==> src/hdl/pfc_pkg.sv <==
// ----------------------------------------------------------------------------
// pfc_pkg
// Types, codes and constants shared by the packet frame checker modules.
// ----------------------------------------------------------------------------
package pfc_pkg;

  localparam int unsigned ByteW     = 8;
  localparam int unsigned LenW      = 16;
  localparam int unsigned VerdictW  = 3;
  localparam int unsigned CfgIndexW = 2;
  localparam int unsigned CfgDataW  = 16;

  localparam logic [LenW-1:0] MaxLenReset = 16'd1024;

  // Configuration register indexes.
  typedef enum logic [CfgIndexW-1:0] {
    CFG_SYNC_FIRST  = 2'd0,
    CFG_SYNC_SECOND = 2'd1,
    CFG_MAX_LEN     = 2'd2
  } cfg_index_e;

  typedef enum logic [2:0] {
    PH_HUNT    = 3'd0,
    PH_SYNC2   = 3'd1,
    PH_TYPE    = 3'd2,
    PH_LEN_HI  = 3'd3,
    PH_LEN_LO  = 3'd4,
    PH_PAYLOAD = 3'd5,
    PH_SUM_HI  = 3'd6,
    PH_SUM_LO  = 3'd7
  } phase_e;

  typedef enum logic [VerdictW-1:0] {
    V_VALID     = 3'd0,
    V_BAD_SYNC1 = 3'd1,
    V_BAD_SYNC2 = 3'd2,
    V_TOO_LONG  = 3'd3,
    V_BAD_SUM   = 3'd4
  } verdict_e;

  typedef struct packed {
    logic [ByteW-1:0] sync_first;
    logic [ByteW-1:0] sync_second;
    logic [LenW-1:0]  max_len;
  } cfg_t;

  typedef struct packed {
    logic             valid;
    verdict_e         verdict;
    logic [ByteW-1:0] frame_type;
    logic [LenW-1:0]  length;
  } result_t;

endpackage

==> src/hdl/pfc_parser.sv <==
// ----------------------------------------------------------------------------
// pfc_parser
// Frame parse state and the per-beat update; gives at most one verdict per beat.
// ----------------------------------------------------------------------------
module pfc_parser (
  input  logic                         clk_i,
  input  logic                         rst_ni,
  input  logic                         step_i,
  input  logic [pfc_pkg::ByteW-1:0]    data_byte_i,
  input  logic                         frame_start_i,
  input  pfc_pkg::cfg_t                cfg_i,
  output pfc_pkg::result_t             result_o
);
  import pfc_pkg::*;

  phase_e           phase_q, phase_d, phase_cur;
  logic [ByteW-1:0] type_q, type_d;
  logic [LenW-1:0]  len_q, len_d;
  logic [LenW-1:0]  rem_q, rem_d, rem_dec;
  logic [LenW-1:0]  sum_q, sum_d;
  logic [ByteW-1:0] chk_hi_q, chk_hi_d;
  logic [LenW-1:0]  len_full;
  logic [LenW-1:0]  rx_sum;
  logic             emit;
  verdict_e         verdict;

  assign len_full = {len_q[LenW-1:ByteW], data_byte_i};
  assign rem_dec  = rem_q - LenW'(1);
  assign rx_sum   = {chk_hi_q, data_byte_i};

  always_comb begin
    phase_cur = frame_start_i ? PH_HUNT : phase_q;
    phase_d   = phase_cur;
    type_d    = type_q;
    len_d     = len_q;
    rem_d     = rem_q;
    sum_d     = sum_q;
    chk_hi_d  = chk_hi_q;
    emit      = 1'b0;
    verdict   = V_VALID;

    unique case (phase_cur)
      PH_HUNT: begin
        type_d   = '0;
        len_d    = '0;
        rem_d    = '0;
        sum_d    = '0;
        chk_hi_d = '0;
        if (data_byte_i != cfg_i.sync_first) begin
          emit    = 1'b1;
          verdict = V_BAD_SYNC1;
        end else begin
          phase_d = PH_SYNC2;
        end
      end
      PH_SYNC2: begin
        if (data_byte_i != cfg_i.sync_second) begin
          emit    = 1'b1;
          verdict = V_BAD_SYNC2;
        end else begin
          phase_d = PH_TYPE;
        end
      end
      PH_TYPE: begin
        type_d  = data_byte_i;
        phase_d = PH_LEN_HI;
      end
      PH_LEN_HI: begin
        len_d   = {data_byte_i, ByteW'(0)};
        phase_d = PH_LEN_LO;
      end
      PH_LEN_LO: begin
        len_d = len_full;
        if (len_full > cfg_i.max_len) begin
          emit    = 1'b1;
          verdict = V_TOO_LONG;
        end else begin
          rem_d   = len_full;
          sum_d   = '0;
          phase_d = (len_full == '0) ? PH_SUM_HI : PH_PAYLOAD;
        end
      end
      PH_PAYLOAD: begin
        sum_d = sum_q + LenW'(data_byte_i);
        rem_d = rem_dec;
        if (rem_dec == '0) begin
          phase_d = PH_SUM_HI;
        end
      end
      PH_SUM_HI: begin
        chk_hi_d = data_byte_i;
        phase_d  = PH_SUM_LO;
      end
      PH_SUM_LO: begin
        emit    = 1'b1;
        verdict = (rx_sum == sum_q) ? V_VALID : V_BAD_SUM;
      end
      default: begin
        phase_d = PH_HUNT;
      end
    endcase

    // Every verdict sends the parser back to hunting.
    if (emit) begin
      phase_d = PH_HUNT;
    end
  end

  always_ff @(posedge clk_i or negedge rst_ni) begin
    if (!rst_ni) begin
      phase_q  <= PH_HUNT;
      type_q   <= '0;
      len_q    <= '0;
      rem_q    <= '0;
      sum_q    <= '0;
      chk_hi_q <= '0;
    end else if (step_i) begin
      phase_q  <= phase_d;
      type_q   <= type_d;
      len_q    <= len_d;
      rem_q    <= rem_d;
      sum_q    <= sum_d;
      chk_hi_q <= chk_hi_d;
    end
  end

  assign result_o.valid      = step_i & emit;
  assign result_o.verdict    = verdict;
  assign result_o.frame_type = type_d;
  assign result_o.length     = len_d;

endmodule

==> config.mk <==
export PLATFORM = sky130hd
export DESIGN_NAME = pfc_parser
export DESIGN_NICKNAME = d
export VERILOG_FILES = /design/src/hdl/pfc_pkg.sv /design/src/hdl/pfc_parser.sv
export SDC_FILE = /design/constraint.sdc
export NUM_CORES = 1
export LEC_CHECK = 0
export ABC_AREA = 1
export ABC_CLOCK_PERIOD_IN_PS = 2260
export BUFFER_PORTS_ARGS = -buffer_cell sky130_fd_sc_hd__buf_2
export CAP_MARGIN = 20
export CORE_ASPECT_RATIO = 2
export CORE_UTILIZATION = 40
export CTS_BUF_LIST = sky130_fd_sc_hd__clkbuf_8
export DETAILED_ROUTE_END_ITERATION = 8
export HOLD_SLACK_MARGIN = 0.06
export SYNTH_ARGS = -nofsm -noshare
export SYNTH_HDL_FRONTEND = slang
export SYNTH_SLANG_ARGS = --single-unit
==> constraint.sdc <==
create_clock -name clk_i -period 2.26 [get_ports clk_i]
set_input_delay 0.226 -clock clk_i [delete_from_list [all_inputs] [get_ports clk_i]]
set_output_delay 0.226 -clock clk_i [all_outputs]
set_load 0.005 [all_outputs]
# Word-level counts from Yosys, hierarchy flattened
# Cells that the tools add are included.
# totals
ff_bits	67
input_bits	44
out_inout_bits	28
word_cells	52
# op_classes
add_sub_neg	2
n_lt_le_gt_ge	1
eq_ne	11
muxes	24
bitwise_logic	1
reduce_logical	7
# ops
operator	n
$pmux W16 S3	3
$logic_not A16 Y1	2
$mux W16	2
$pmux W8 S2	2
$mux W3	7
$pmux W3 S7	1
$add A16 B8 Y16	1
$eq A16 B16 Y1	1
$gt A16 B16 Y1	1
$ne A8 B8 Y1	2
$sub A16 B1 Y16 const B	1
$eq A3 B3 Y1 const B	4
$pmux W3 S4	1
$eq A3 B2 Y1 const B	2
$mux W2	3
$mux W1	4
$pmux W1 S4	1
$eq A3 B1 Y1 const B	1
$logic_not A3 Y1	1
$reduce_and A3 Y1	1
$reduce_bool A3 Y1	1
$ne A2 B2 Y1 const B	1
$reduce_and A2 Y1	1
$reduce_bool A2 Y1	1
$and A1 B1 Y1	1

# Longest topological paths before layout
# depth
depth_word	5
mapped_depth	18
ltp_nobuf	18

# Worst setup path after synthesis
# OpenSTA, ideal clock, no wires.
# synth_timing
path_type	register to register
startpoint	register sum_q[0]
endpoint	register sum_q[10]
setup_time_ns	0.076
arrival_ns	1.746
required_ns	2.184
setup_slack_ns	0.438
stages_incl_launch_ff	11
n_path_buf	0
period_less_slack_ns	1.822
path_cell_list	dfrtp_1 -> ha_1 -> fa_1 -> nand3_1 -> nand2_1 -> nand2_1 -> o211ai_1 -> nand2_1 -> xor2_1 -> or2_1 -> o21ai_1
# synth_via
elab_chain_cells	2
# synth_lines
element	line_no	text
start, declared	pfc_parser.sv:20	logic [LenW-1:0] sum_q, sum_d;
start signal, assigned	pfc_parser.sv:122	sum_q <= sum_d;
$add A16 B8 Y16	pfc_parser.sv:84	sum_d = sum_q + LenW'(data_byte_i);
$pmux W16 S3	pfc_parser.sv:42	unique case (phase_cur)
# No other way between the ends.
# A chain may end at the register's enable or synchronous reset.

==> results.toml <==
[placed_design]
gp_congestion = 0.954
port_buffers = 71
dp_hpwl_microns = 11200
placed_cell_area_sq_um = 5430

[floorplanning]
die_height_microns = 157
die-area_sq_um = 12500
die_w_microns = 79.5
coreArea_sq_um = 11700
start_util_pct = 41.1
io_pins = 72
rows = 56

[yosys]
async_flop_share_pct = 100
synth_edf_count = 0
synth-seq-area-share_pct = 34.9
synth_seq_cells = 67
avgSynthCellArea_sq_um = 7.06
synth.yosys.warnings = 0
synth_area_sq_um = 4810
syn_inst = 681
dominantRegCellSynth = "dfrtp_1"
syn_nets = 752
synthDistinctLibCells = 36

[timing]
fmax_ghz = 0.438
fin_hold_ws_ns = 0.290
rsz0062_at_grt = "yes"
final.setup.tns_ns = -0.0240
final_hold_viol_count = 0
worst_pin_slew_ns = 0.529
setup_viol_count_final = 1
max_slew_margin_pct = 64.6
clock-skew-final_ns = 0.0101
min_period_ns = 2.28
slew_viol_final = 0
period_share_pct = 101
setup_slack_ns = -0.0240

[setup_path]
criticalPathCategory = "flop to output port"
r2r_cells = 13
r2r_slack_ns = 0.19
path_max_fanout = 3
r2r_end = "rem_q[0]$_DFFE_PN0P_"
worstPathArrival_ns = 2.06
end_kind = "output port"
crit_required_ns = 2.03
regToRegStartpoint = "len_q[9]$_DFFE_PN0P_"
start_kind = "flop"

[layout]
fin_nets = 844
final_cell_mix = "nand2_1 (167), inv_1 (100), buf_2 (71), dfrtp_1 (62), o21ai_0 (58)"
syn_to_final_growth_pct = 21.3
drive_above_1_share_pct = 18.9
layout_commonest_cell = "nand2_1"
final_area_sq_um = 5830
fillCellCount = 1189

[drt]
drtIter0Drc = 343
vias_per_cell = 5.38
postRouteAntennaNets = 0
wl_per_cell_microns = 16.1
drc = 0
first_pass_iters = 5
routed_wl_microns = 14900
num_vias = 4967

[global_routing]
grt_first_pass_wirelength_microns = 23500
first_global_vias = 4870
track_usage_pct = 25.1
grt_max_degree = 68
grt_antenna_before_repair = 1
grt_overflow_total = 0

[power_and_ir_drop]
p_leak_nw = 2.85
ir_drop_uv = 565
p_per_area_nw_per_um2 = 480

[cts]
htreeDepth = 3
clk_latency_ns = 0.36
cts_buffers = 9
cts_tree = "done"
clockBufferDepth = 2
path_clk_slew_ns = 0.07
root_buffer = "clkbuf_8"
clock-sinks = 67

[worst_hold_path]
hold_path_depth = 3
hold_path.class = "input port to flop"
hold_path_end = "rem_q[7]$_DFFE_PN0P_"
hp-start = "data_byte_i[7]"

[job]
max-cap-violations = 0

[run_status]
status = "finished, violations left"
failed_checks = "setup timing"
[per-stage QoR]
step	std cells	utilization (%)	setup WS (ns)	total power (W)
floorplan	681	-	0.438	0.00142
global placement	896	46.4	0.119	0.00157
detailed placement	896	46.4	0.0832	0.00158
CTS	917	49.0	-0.0875	0.00282
global route	924	49.9	-0.178	0.00292
finish	924	49.9	-0.0240	0.00280
[cells by family after synthesis]
kind of cell             after synthesis  synth area share, %
AND/OR/NAND/NOR                      303                 27.2
flip-flops                            67                 34.9
AO/OA/AOI/OAI                        134                 15.8
adder cells (fa/ha/maj)               27                 7.18
buffers and inverters                123                 10.0
XOR/XNOR                              27                 4.92
[worst max path at each step]
stage,slack [ns],cells past startpoint,endpoint,start
after floorplan,0.44,10,sum_q[10]$_DFFE_PN0P_,sum_q[0]$_DFFE_PN0P_
after global placement,0.12,9,result_o[27],len_q[15]$_DFFE_PN0P_
after detailed placement,0.08,10,sum_q[13]$_DFFE_PN0P_,data_byte_i[2]
after CTS,-0.09,10,result_o[27],len_q[14]$_DFFE_PN0P_
after global routing,-0.18,12,result_o[27],len_q[9]$_DFFE_PN0P_
final,-0.02,9,result_o[27],len_q[9]$_DFFE_PN0P_
[per-layer routing]
| metal | GRT usage, % | up-vias | part of all wire (%) |
|---|---|---|---|
| li1 | - | 2427 | - |
| met1 | 27.0 | 2328 | 37 |
| met2 | 46.2 | 172 | 54 |
| met3 | 3.65 | 40 | 4.8 |
| met4 | 12.9 | 0 | 4.0 |
| met5 | 0 | - | 0 |
[layout make-up]
class	count	area, sq um	area share (%)
antenna	1	2.50	0.0429
clock inverter	7	118	2.02
sequential	67	1680	28.8
inverter	106	398	6.82
multi-input combinational	491	2730	46.8
clock buffer	9	124	2.12
tap	145	181	3.11
timing repair buffer	98	598	10.3
[power breakdown]
| group | leakage, nW | switching (W) | internal (W) | total, W |
|---|---|---|---|---|
| combinational | 1.81 | 0.000227 | 0.000132 | 0.000359 |
| clock | 0.117 | 0.000505 | 0.000731 | 0.00124 |
| sequential | 0.924 | 0.00000383 | 0.00120 | 0.00121 |
| total | 2.85 | 0.000736 | 0.00206 | 0.00280 |
[Yosys cell counts, drive strengths merged (4+ instances only)]
| cell | count | area, sq um |
|---|---|---|
| nand2 | 168 | 631 |
| inv | 106 | 398 |
| dfrtp | 67 | 1680 |
| o21ai | 63 | 315 |
| nor2 | 62 | 264 |
| nand3 | 41 | 218 |
| o22ai | 35 | 219 |
| ha | 26 | 325 |
| a21oi | 21 | 109 |
| xnor2 | 17 | 149 |
| buf | 13 | 68.8 |
| nand4 | 12 | 75.1 |
| xor2 | 10 | 87.6 |
| a22oi | 9 | 67.6 |
| nor4 | 8 | 50.1 |
| or2 | 6 | 37.5 |
| clkbuf | 4 | 16.3 |
| nor3 | 4 | 20.0 |
[registers in the layout, indices dropped and copies added (netlist names)]
signal / count
chk_hi_q: 8
len_q: 16
phase_q: 3
rem_q: 16
sum_q: 16
type_q: 8
[critical path, cell delays in order, from the launching register on]
cell	delay, ns
dfrtp_1	0.46
ha_4	0.30
nand4_1	0.10
nor2_2	0.19
nand3_2	0.15
nand3_4	0.13
nand4_1	0.11
nand2_1	0.09
inv_1	0.05
buf_2	0.12
[what timing repair did]
item	CTS	global route
endpoints found under the setup margin	3	20
gates resized for setup	5	13
hold buffers	1	0
pin swaps	7	11
setup buffers	4	6
endpoints found under the hold margin	67	0
gates cloned	0	0
Power figures use the tool's default switching activity.
